==> src/hw/rtl/spmd_pkg.sv <==
package spmd_pkg;

    localparam int NUM_SIGNALS = 32;

    localparam logic [4:0] SIG_KILL = 5'd9;
    localparam logic [4:0] SIG_STOP = 5'd19;
    localparam logic [31:0] KS_MASK = 32'h0008_0200;

    // operation codes
    localparam logic [2:0] OP_CLEAR   = 3'd0;
    localparam logic [2:0] OP_RAISE   = 3'd1;
    localparam logic [2:0] OP_DELIVER = 3'd2;
    localparam logic [2:0] OP_ACTION  = 3'd3;
    localparam logic [2:0] OP_MASK    = 3'd4;

    // classified commands
    localparam logic [2:0] CMD_CLEAR   = 3'd0;
    localparam logic [2:0] CMD_RAISE   = 3'd1;
    localparam logic [2:0] CMD_DELIVER = 3'd2;
    localparam logic [2:0] CMD_ACTION  = 3'd3;
    localparam logic [2:0] CMD_MASK    = 3'd4;
    localparam logic [2:0] CMD_ACK     = 3'd5;
    localparam logic [2:0] CMD_BAD     = 3'd6;

    // event codes
    localparam logic [2:0] EV_NONE    = 3'd0;
    localparam logic [2:0] EV_DISCARD = 3'd1;
    localparam logic [2:0] EV_DFL_IGN = 3'd2;
    localparam logic [2:0] EV_CONT    = 3'd3;
    localparam logic [2:0] EV_HANDLER = 3'd4;
    localparam logic [2:0] EV_TERM    = 3'd5;

    // action kinds
    localparam logic [1:0] KIND_DFL  = 2'd0;
    localparam logic [1:0] KIND_IGN  = 2'd1;
    localparam logic [1:0] KIND_FUNC = 2'd2;

    // mask update modes
    localparam logic [1:0] HOW_BLOCK   = 2'd0;
    localparam logic [1:0] HOW_UNBLOCK = 2'd1;
    localparam logic [1:0] HOW_SET     = 2'd2;

    typedef struct packed {
        logic [2:0]  cmd;
        logic [4:0]  sig;
        logic        wr;
        logic [1:0]  kind;
        logic [31:0] hnd;
        logic [31:0] amask;
        logic        rflag;
        logic [1:0]  how;
        logic [31:0] mval;
    } cmd_t;

    typedef struct packed {
        logic        status;
        logic [2:0]  ev;
        logic [4:0]  sig;
        logic [1:0]  kind;
        logic [31:0] hnd;
        logic [31:0] amask;
        logic        rflag;
        logic [31:0] mask;
        logic        last;
    } result_t;

    // default outcome of each signal
    function automatic logic [2:0] dflt_event(input logic [4:0] s);
        logic [2:0] ev;
        case (s) inside
            5'd0, 5'd17, 5'd23, 5'd28: ev = EV_DFL_IGN;
            5'd18:                     ev = EV_CONT;
            default:                   ev = EV_TERM;
        endcase
        return ev;
    endfunction

endpackage

==> src/hw/rtl/spmd_front.sv <==
module spmd_front (
    input  logic          clk,
    input  logic          rst_n,
    input  logic          item_valid,
    output logic          item_ready,
    input  logic [2:0]    operation,
    input  logic [5:0]    signal_number,
    input  logic          process_active,
    input  logic          write_enable,
    input  logic [1:0]    action_kind,
    input  logic [31:0]   handler_address,
    input  logic [31:0]   action_mask,
    input  logic          reset_on_delivery,
    input  logic [1:0]    mask_how,
    input  logic [31:0]   mask_value,
    output logic          q_valid,
    output spmd_pkg::cmd_t q_cmd,
    input  logic          q_pop
);
    import spmd_pkg::*;

    cmd_t        entry_reg [2];
    logic        wr_ptr_reg;
    logic        rd_ptr_reg;
    logic [1:0]  count_reg;
    cmd_t        c;
    logic        sig_ok;
    logic        ks;
    logic        push;

    assign sig_ok = (signal_number[5] == 1'b0) && (signal_number[4:0] != 5'd0);
    assign ks = (signal_number == {1'b0, SIG_KILL}) || (signal_number == {1'b0, SIG_STOP});

    // classify the word
    always_comb
    begin
        c       = '0;
        c.sig   = signal_number[4:0];
        c.wr    = write_enable;
        c.kind  = (action_kind == 2'd3) ? KIND_DFL : action_kind;
        c.hnd   = handler_address;
        c.amask = action_mask;
        c.rflag = reset_on_delivery;
        c.how   = mask_how;
        c.mval  = mask_value;
        case (operation)
            OP_CLEAR:   c.cmd = CMD_CLEAR;
            OP_RAISE:   c.cmd = !sig_ok ? CMD_BAD : (process_active ? CMD_RAISE : CMD_ACK);
            OP_DELIVER: c.cmd = process_active ? CMD_DELIVER : CMD_ACK;
            OP_ACTION:  c.cmd = (!sig_ok || (write_enable && ks)) ? CMD_BAD : CMD_ACTION;
            OP_MASK:    c.cmd = CMD_MASK;
            default:    c.cmd = CMD_BAD;
        endcase
    end

    assign item_ready = (count_reg != 2'd2);
    assign push       = item_valid && item_ready;
    assign q_valid    = (count_reg != 2'd0);
    assign q_cmd      = entry_reg[rd_ptr_reg];

    always_ff @(posedge clk)
    begin
        if (push)
        begin
            entry_reg[wr_ptr_reg] <= c;
        end
    end

    always_ff @(posedge clk or negedge rst_n)
    begin
        if (!rst_n)
        begin
            wr_ptr_reg <= 1'b0;
            rd_ptr_reg <= 1'b0;
            count_reg  <= 2'd0;
        end
        else
        begin
            if (push)
            begin
                wr_ptr_reg <= ~wr_ptr_reg;
            end
            if (q_pop)
            begin
                rd_ptr_reg <= ~rd_ptr_reg;
            end
            count_reg <= count_reg + {1'b0, push} - {1'b0, q_pop};
        end
    end

endmodule

==> src/hw/rtl/spmd_back.sv <==
module spmd_back #(
    parameter int HW = 32
) (
    input  logic             clk,
    input  logic             rst_n,
    input  logic             q_valid,
    input  spmd_pkg::cmd_t   q_cmd,
    output logic             q_pop,
    output logic             result_valid,
    input  logic             result_ready,
    output spmd_pkg::result_t result
);
    import spmd_pkg::*;

    localparam logic ST_IDLE = 1'b0;
    localparam logic ST_SCAN = 1'b1;

    logic [31:0]    pend_reg, pend_next;
    logic [31:0]    blk_reg, blk_next;
    logic [1:0]     kind_reg [NUM_SIGNALS];
    logic [1:0]     kind_next [NUM_SIGNALS];
    logic [HW-1:0]  hnd_reg [NUM_SIGNALS];
    logic [HW-1:0]  hnd_next [NUM_SIGNALS];
    logic [31:0]    am_reg [NUM_SIGNALS];
    logic [31:0]    am_next [NUM_SIGNALS];
    logic           rf_reg [NUM_SIGNALS];
    logic           rf_next [NUM_SIGNALS];
    logic           state_reg, state_next;
    logic [4:0]     idx_reg, idx_next;
    result_t        out_reg, out_next;
    logic           out_valid_reg, out_valid_next;

    logic           can_load;
    logic           load;
    logic [31:0]    elig;
    logic           more;
    logic           ks;
    logic [1:0]     k;
    logic           term;
    result_t        res;

    assign can_load = !out_valid_reg || result_ready;
    // pending and not blocked, kill and stop bypass the mask
    assign elig = pend_reg & (~blk_reg | KS_MASK) & 32'hFFFF_FFFE;
    assign more = |((elig >> idx_reg) >> 1);
    assign ks   = (idx_reg == SIG_KILL) || (idx_reg == SIG_STOP);
    assign k    = kind_reg[idx_reg];

    always_comb
    begin
        pend_next  = pend_reg;
        blk_next   = blk_reg;
        kind_next  = kind_reg;
        hnd_next   = hnd_reg;
        am_next    = am_reg;
        rf_next    = rf_reg;
        state_next = state_reg;
        idx_next   = idx_reg;
        res        = '0;
        load       = 1'b0;
        q_pop      = 1'b0;
        term       = 1'b0;
        case (state_reg)
            ST_IDLE:
            begin
                if (q_valid && can_load)
                begin
                    q_pop    = 1'b1;
                    res.last = 1'b1;
                    load     = 1'b1;
                    case (q_cmd.cmd)
                        CMD_CLEAR:
                        begin
                            pend_next = '0;
                            blk_next  = '0;
                            for (int i = 0; i < NUM_SIGNALS; i++)
                            begin
                                kind_next[i] = KIND_DFL;
                                hnd_next[i]  = '0;
                                am_next[i]   = '0;
                                rf_next[i]   = 1'b0;
                            end
                        end
                        CMD_RAISE:
                        begin
                            pend_next[q_cmd.sig] = 1'b1;
                        end
                        CMD_ACK:
                        begin
                            res.status = 1'b0;
                        end
                        CMD_ACTION:
                        begin
                            res.kind  = kind_reg[q_cmd.sig];
                            res.hnd   = 32'(hnd_reg[q_cmd.sig]);
                            res.amask = am_reg[q_cmd.sig];
                            res.rflag = rf_reg[q_cmd.sig];
                            if (q_cmd.wr)
                            begin
                                kind_next[q_cmd.sig] = q_cmd.kind;
                                hnd_next[q_cmd.sig]  = q_cmd.hnd[HW-1:0];
                                am_next[q_cmd.sig]   = q_cmd.amask;
                                rf_next[q_cmd.sig]   = q_cmd.rflag;
                            end
                        end
                        CMD_MASK:
                        begin
                            res.mask = blk_reg;
                            if (q_cmd.wr)
                            begin
                                case (q_cmd.how)
                                    HOW_BLOCK:   blk_next = blk_reg | q_cmd.mval;
                                    HOW_UNBLOCK: blk_next = blk_reg & ~q_cmd.mval;
                                    HOW_SET:     blk_next = q_cmd.mval;
                                    default:     res.status = 1'b1;
                                endcase
                                blk_next = blk_next & ~KS_MASK;
                            end
                        end
                        CMD_DELIVER:
                        begin
                            if (elig != '0)
                            begin
                                load       = 1'b0;
                                state_next = ST_SCAN;
                                idx_next   = 5'd1;
                            end
                        end
                        default:
                        begin
                            res.status = 1'b1;
                        end
                    endcase
                end
            end
            default:
            begin
                if (!elig[idx_reg])
                begin
                    idx_next = idx_reg + 5'd1;
                end
                else if (can_load)
                begin
                    load               = 1'b1;
                    pend_next[idx_reg] = 1'b0;
                    res.sig            = idx_reg;
                    if (k == KIND_IGN && !ks)
                    begin
                        res.ev = EV_DISCARD;
                    end
                    else
                    begin
                        if (k == KIND_FUNC)
                        begin
                            res.ev  = EV_HANDLER;
                            res.hnd = 32'(hnd_reg[idx_reg]);
                        end
                        else
                        begin
                            res.ev = dflt_event(idx_reg);
                        end
                        if (k == KIND_IGN)
                        begin
                            kind_next[idx_reg] = KIND_DFL;
                        end
                        term = (res.ev == EV_TERM);
                        if (!term && rf_reg[idx_reg])
                        begin
                            kind_next[idx_reg] = KIND_DFL;
                            hnd_next[idx_reg]  = '0;
                        end
                    end
                    res.last = term || !more;
                    if (res.last)
                    begin
                        state_next = ST_IDLE;
                    end
                    else
                    begin
                        idx_next = idx_reg + 5'd1;
                    end
                end
            end
        endcase
        out_next       = load ? res : out_reg;
        out_valid_next = load || (out_valid_reg && !result_ready);
    end

    assign result_valid = out_valid_reg;
    assign result       = out_reg;

    always_ff @(posedge clk)
    begin
        out_reg <= out_next;
    end

    always_ff @(posedge clk or negedge rst_n)
    begin
        if (!rst_n)
        begin
            pend_reg      <= '0;
            blk_reg       <= '0;
            state_reg     <= ST_IDLE;
            idx_reg       <= 5'd1;
            out_valid_reg <= 1'b0;
            for (int i = 0; i < NUM_SIGNALS; i++)
            begin
                kind_reg[i] <= KIND_DFL;
                hnd_reg[i]  <= '0;
                am_reg[i]   <= '0;
                rf_reg[i]   <= 1'b0;
            end
        end
        else
        begin
            pend_reg      <= pend_next;
            blk_reg       <= blk_next;
            state_reg     <= state_next;
            idx_reg       <= idx_next;
            out_valid_reg <= out_valid_next;
            kind_reg      <= kind_next;
            hnd_reg       <= hnd_next;
            am_reg        <= am_next;
            rf_reg        <= rf_next;
        end
    end

endmodule

==> src/hw/rtl/signal_pending_mask_dispatcher.sv <==
// path: a control word is registered in the front queue, then its result in the back result
//   register; a delivery with signals to dispatch passes the scan state before its first result
// flow: control words and deliveries with nothing eligible are handled in the idle state;
//   any other delivery walks the signal indices up to the last one dispatched in the
//   one-signal-per-cycle table scan, holding while the result register is full
// reset: asynchronous active low, clears pending and blocked sets and the action table
module signal_pending_mask_dispatcher #(
    parameter int ADDR_WIDTH = 32
) (
    input  logic        clk,
    input  logic        rst_n,
    input  logic        item_valid,
    output logic        item_ready,
    input  logic [2:0]  operation,
    input  logic [5:0]  signal_number,
    input  logic        process_active,
    input  logic        write_enable,
    input  logic [1:0]  action_kind,
    input  logic [31:0] handler_address,
    input  logic [31:0] action_mask,
    input  logic        reset_on_delivery,
    input  logic [1:0]  mask_how,
    input  logic [31:0] mask_value,
    output logic        result_valid,
    input  logic        result_ready,
    output logic        status,
    output logic [2:0]  event_res,
    output logic [4:0]  signal_out,
    output logic [1:0]  action_kind_out,
    output logic [31:0] handler_out,
    output logic [31:0] action_mask_out,
    output logic        reset_out,
    output logic [31:0] mask_out,
    output logic        last
);
    import spmd_pkg::*;

    // stored handler bits: the address width, capped by the 32-bit field
    localparam int HW = (ADDR_WIDTH < 32) ? ADDR_WIDTH : 32;

    logic    q_valid;
    logic    q_pop;
    cmd_t    q_cmd;
    result_t res;

    // front: classify and queue each word, a two-word queue parts it from the back
    spmd_front u_front (
        .clk               (clk),
        .rst_n             (rst_n),
        .item_valid        (item_valid),
        .item_ready        (item_ready),
        .operation         (operation),
        .signal_number     (signal_number),
        .process_active    (process_active),
        .write_enable      (write_enable),
        .action_kind       (action_kind),
        .handler_address   (handler_address),
        .action_mask       (action_mask),
        .reset_on_delivery (reset_on_delivery),
        .mask_how          (mask_how),
        .mask_value        (mask_value),
        .q_valid           (q_valid),
        .q_cmd             (q_cmd),
        .q_pop             (q_pop)
    );

    // back: state, action table, delivery scan and result register
    spmd_back #(
        .HW (HW)
    ) u_back (
        .clk          (clk),
        .rst_n        (rst_n),
        .q_valid      (q_valid),
        .q_cmd        (q_cmd),
        .q_pop        (q_pop),
        .result_valid (result_valid),
        .result_ready (result_ready),
        .result       (res)
    );

    // unpack result word onto ports
    assign status          = res.status;
    assign event_res       = res.ev;
    assign signal_out      = res.sig;
    assign action_kind_out = res.kind;
    assign handler_out     = res.hnd;
    assign action_mask_out = res.amask;
    assign reset_out       = res.rflag;
    assign mask_out        = res.mask;
    assign last            = res.last;

endmodule

==> config.mk <==
export PLATFORM = sky130hd
export DESIGN_NAME = signal_pending_mask_dispatcher
export DESIGN_NICKNAME = d
export VERILOG_FILES = /design/src/hw/rtl/spmd_pkg.sv /design/src/hw/rtl/spmd_front.sv /design/src/hw/rtl/spmd_back.sv /design/src/hw/rtl/signal_pending_mask_dispatcher.sv
export SDC_FILE = /design/constraint.sdc
export NUM_CORES = 2
export LEC_CHECK = 0
export BUFFER_PORTS_ARGS = -buffer_cell sky130_fd_sc_hd__buf_2
export CAP_MARGIN = 20
export CORE_MARGIN = 2
export CORE_UTILIZATION = 40
export CTS_CLUSTER_SIZE = 25
export DETAILED_ROUTE_END_ITERATION = 8
export GPL_TIMING_DRIVEN = 0
export PLACE_DENSITY_LB_ADDON = 0.08
export SETUP_SLACK_MARGIN = 0.15
export SYNTH_ARGS = -nofsm -noshare
export SYNTH_HDL_FRONTEND = slang
export SYNTH_SLANG_ARGS = --single-unit
export TNS_END_PERCENT = 100
==> constraint.sdc <==
create_clock -name clk -period 5.6 [get_ports clk]
set_input_delay 0.56 -clock clk [delete_from_list [all_inputs] [get_ports clk]]
set_output_delay 0.56 -clock clk [all_outputs]
set_load 0.03 [all_outputs]
==> run summary <==
## Critical path
* 6.61 ns — arrival time at the worst endpoint
* reg2reg — class of the most critical setup path
* register — launching element type of the critical path
* 10 — depth of the most critical reg-to-reg path
* register — endpoint type of the worst setup path
* 10 — highest net fanout along the worst path
* -0.14 ns — worst-case register-to-register setup slack
* 6.48 ns — Worst Path Required

## Layout
* 13.2k — Final Instance Count excl. Fillers
* 0.0652 mm2 — sequential cell area
* 23.8% — layout cells sized above 1
* 0.140 mm2 — post-route design area
* sky130_fd_sc_hd__dfrtp_1, sky130_fd_sc_hd__a22o_1, sky130_fd_sc_hd__mux4_2 — top library cells by usage in the layout, fill and taps aside
* sky130_fd_sc_hd__dfrtp_1 — most frequent standard cell in the layout excluding fill and tap cells
* 9164 — number of nets in the layout
* 25.9k — count of fill cells added during filler insertion
* 0.0492 mm2 — area occupied by multi-input gates
* 17.8% — synthesis-to-finish area growth

## Clocking
* 5 — count of H-tree levels built during CTS
* 0.06 ns — CTS clk-pin slew, worst paths
* 298 — Num CTS Buffers
* 0.97 ns — Clock Latency Late Sink
* 2539 — clock tree sinks
* 4 — buffer depth of the longest clock path
* yes — CTS tree
* sky130_fd_sc_hd__clkbuf_16 — Clock Tree Root

## Outcome
* setup timing — violations in the final reports
* complete, but fails checks — status

## Placed design
* 12.5k — number of instances in the placed design
* 222 — buffers added on ports
* 1.04 — final weighted congestion in routability-driven placement
* 453 mm — Final HPWL DP
* 0.128 mm2 — Placed Area

## Routing
* 47.1 um — routed wire length per instance
* 0 — Antenna Nets Post-Route
* 7.15 — vias per inst
* 14.5k — initial detailed-routing violation count
* 0 — Remaining DRCs
* 8 — First-pass DRT Iterations
* 623 mm — Total Wirelength
* 94.5k — vias

## Floorplan
* 40.3% — effective utilization at floorplan
* 0.301 mm2 — die area
* 199 — num rows
* 0.294 mm2 — placeable core region
* 548 um — die height
* 227 — total I/O pin count
* 548 um — die width

## GRT
* 40.9% — All-Layer GR Usage
* 92.6k — via count of the first global-routing pass
* 0 — global route overflow
* 51 — antenna violations before repair
* 834 mm — first-pass GRT wire length
* 176 — largest net degree at the start of global routing

## STA
* 0.0128 ns — worst hold slack across all endpoints
* 174 MHz — maximum achievable frequency
* -0.138 ns — final setup slack of the worst path
* 5.74 ns — clock period minus final worst setup slack
* 0 — final hold violations
* 40 — number of setup violations in the final report
* yes — unrepaired setup endpoints after global routing
* 0.0532 ns — Layout Skew
* 9.59% — Max-Slew Margin vs Limit
* 0 — count of final max-slew check failures
* 102% — Final period util
* 1.35 ns — Worst Max-Slew Pin Slew
* -1.85 ns — Final TNS setup

## Pwr
* 44.6% — proportion of total power due to net switching
* 328 uV — Peak supply drop
* 0.0701 W — total power
* 28.7% — part of the power in the clock network
* 0.0313 W — switching power
* 41.2% — portion of total power attributed to combinational logic
* 0.0388 W — internal cell power
* 60.0 nW — Pleak
* 30.1% — register share of total power
* 502 mW/mm2 — P per Cell Area

## Hold path
* in2reg — classification of the worst-slack hold path
* 3 — worst hold path cell count

## Yosys
* 0 — Yosys warnings
* 0.119 mm2 — Netlist Area Pre-Place
* 86 — distinct cell type count of the synthesized netlist
* 87.3% — async set or reset register ratio after synthesis
* 14.4 um2 — mean instance size in the synthesized netlist
* 8205 — Synth Instances
* 323 — count of flip-flops with a built-in enable after synthesis
* sky130_fd_sc_hd__dfrtp_1, sky130_fd_sc_hd__mux4_2, sky130_fd_sc_hd__a22o_1 — top area cells in the synthesized netlist
* 2539 — Yosys reg bits
* sky130_fd_sc_hd__dfrtp_1 — Yosys top cell by area
* 55.0% — Seq/Total Area, Yosys
* 46.8% — share of the synthesized area in the top cell type
* sky130_fd_sc_hd__dfrtp_1 — prevailing post-synth register cell

## Flow run
* 0 — Max Cap Viol

-- repair_timing --
| action | CTS | global route |
|---|---|---|
| hold endpoints to repair | 301 | 0 |
| resized for setup | 83 | 80 |
| cloned | 0 | 0 |
| setup endpoints to repair | 801 | 610 |
| hold buffers | 108 | 0 |
| pin swaps | 1 | 0 |
| setup buffers | 4 | 0 |
-- final cells by class --
| cell class | count | share of cell area [%] |
|---|---|---|
| Buffer | 990 | 3.35 |
| Sequential cell | 2539 | 46.7 |
| Inverter | 53 | 0.144 |
| Timing Repair Buffer | 537 | 4.03 |
| Clock inverter | 90 | 0.657 |
| Multi-Input combinational cell | 4623 | 35.2 |
| Tap cell | 3919 | 3.51 |
| Antenna cell | 29 | 0.0520 |
| Clock buffer | 445 | 6.41 |
-- final timing paths --
| path | to | start |
|---|---|---|
| setup / recovery | u_back.am_reg[624] | u_front.rd_ptr_reg |
| hold / removal | u_front.wr_ptr_reg | item_valid |
| setup reg to reg | u_back.am_reg[624] | u_front.rd_ptr_reg |
| hold reg to reg | u_back.am_reg[147] | u_back.am_reg[147] |
| max in group asynchronous | u_back.am_reg[974] | rst_n |
| min in group asynchronous | u_back.hnd_reg[687] | rst_n |
-- cell usage after synthesis, types with 7 or more instances --
cell                        number
sky130_fd_sc_hd__a2111oi_0       8
sky130_fd_sc_hd__a211o_1        21
sky130_fd_sc_hd__a21boi_0        7
sky130_fd_sc_hd__a21oi_1       148
sky130_fd_sc_hd__a221oi_1       31
sky130_fd_sc_hd__a22o_1       2160
sky130_fd_sc_hd__a22oi_1        60
sky130_fd_sc_hd__a311oi_1       11
sky130_fd_sc_hd__a31oi_1        43
sky130_fd_sc_hd__and2_1          8
sky130_fd_sc_hd__and3_1         13
sky130_fd_sc_hd__buf_1         101
sky130_fd_sc_hd__buf_2          72
sky130_fd_sc_hd__buf_4          10
sky130_fd_sc_hd__buf_6          63
sky130_fd_sc_hd__clkbuf_1      743
sky130_fd_sc_hd__dfrtp_1      2215
sky130_fd_sc_hd__edfxtp_1      323
sky130_fd_sc_hd__inv_1          50
sky130_fd_sc_hd__mux2_2         12
sky130_fd_sc_hd__mux2i_1       172
sky130_fd_sc_hd__mux4_2        898
sky130_fd_sc_hd__nand2_1       330
sky130_fd_sc_hd__nand2b_1       25
sky130_fd_sc_hd__nand3_1        91
sky130_fd_sc_hd__nand4_1         8
sky130_fd_sc_hd__nor2_1        162
sky130_fd_sc_hd__nor2b_1        33
sky130_fd_sc_hd__nor3_1         48
sky130_fd_sc_hd__nor3b_1        11
sky130_fd_sc_hd__nor4_1          9
sky130_fd_sc_hd__o2111ai_1       7
sky130_fd_sc_hd__o211ai_1        7
sky130_fd_sc_hd__o211ai_4       20
sky130_fd_sc_hd__o21ai_0        61
sky130_fd_sc_hd__o21ai_1        32
sky130_fd_sc_hd__o22ai_1        86
-- metrics by stage --
step | setup WS (ns) | util, %
after floorplan | 0.333 | -
after global placement | -47.20 | 42.3
after detailed placement | -0.721 | 43.5
after CTS | 0.120 | 47.3
after global routing | 0.0924 | 47.4
final | -0.138 | 47.5
-- power groups by stage --
stage          logic [W]  registers (W)  clock network (W)
2_1_floorplan     0.0113         0.0221                  0
3_3_place_gp      0.0255         0.0215                  0
3_5_place_dp      0.0272         0.0214                  0
4_1_cts           0.0274         0.0211             0.0201
5_1_grt           0.0285         0.0212             0.0209
6_report          0.0289         0.0211             0.0201
-- cells by family (layout without fill, tap and decap cells) --
kind of cell,Yosys count,in the layout,share of synthesized area [%]
simple gates,768,768,2.93
compound gates,2760,2760,19.5
flops,2539,2539,55.0
xor+xnor,4,4,0.0296
fa+ha+maj,6,6,0.0633
mux,1083,1083,18.6
other cells,1,31,0.00316
buf+inv,1044,2115,3.83
-- worst max-delay path, stage by stage (launching register included) --
cell and delay (ns):
sky130_fd_sc_hd__dfrtp_1 0.38, sky130_fd_sc_hd__buf_2 0.29, sky130_fd_sc_hd__buf_2 0.59, sky130_fd_sc_hd__mux2_2 0.27, sky130_fd_sc_hd__clkbuf_1 0.48, sky130_fd_sc_hd__nand3_1 0.69
sky130_fd_sc_hd__nor2_2 0.68, sky130_fd_sc_hd__buf_8 0.25, sky130_fd_sc_hd__clkbuf_1 0.83, sky130_fd_sc_hd__buf_1 0.87, sky130_fd_sc_hd__a22o_1 0.29
-- layer usage --
layer | vias up | global-route usage (%) | part of all wire (%)
met5 | - | 0.0317 | 0.037
met4 | 32 | 33.5 | 10
met3 | 2044 | 14.0 | 12
met2 | 7621 | 58.4 | 42
met1 | 50121 | 50.3 | 36
li1 | 34689 | - | -
Note: power is estimated with default switching activity, not from simulation.
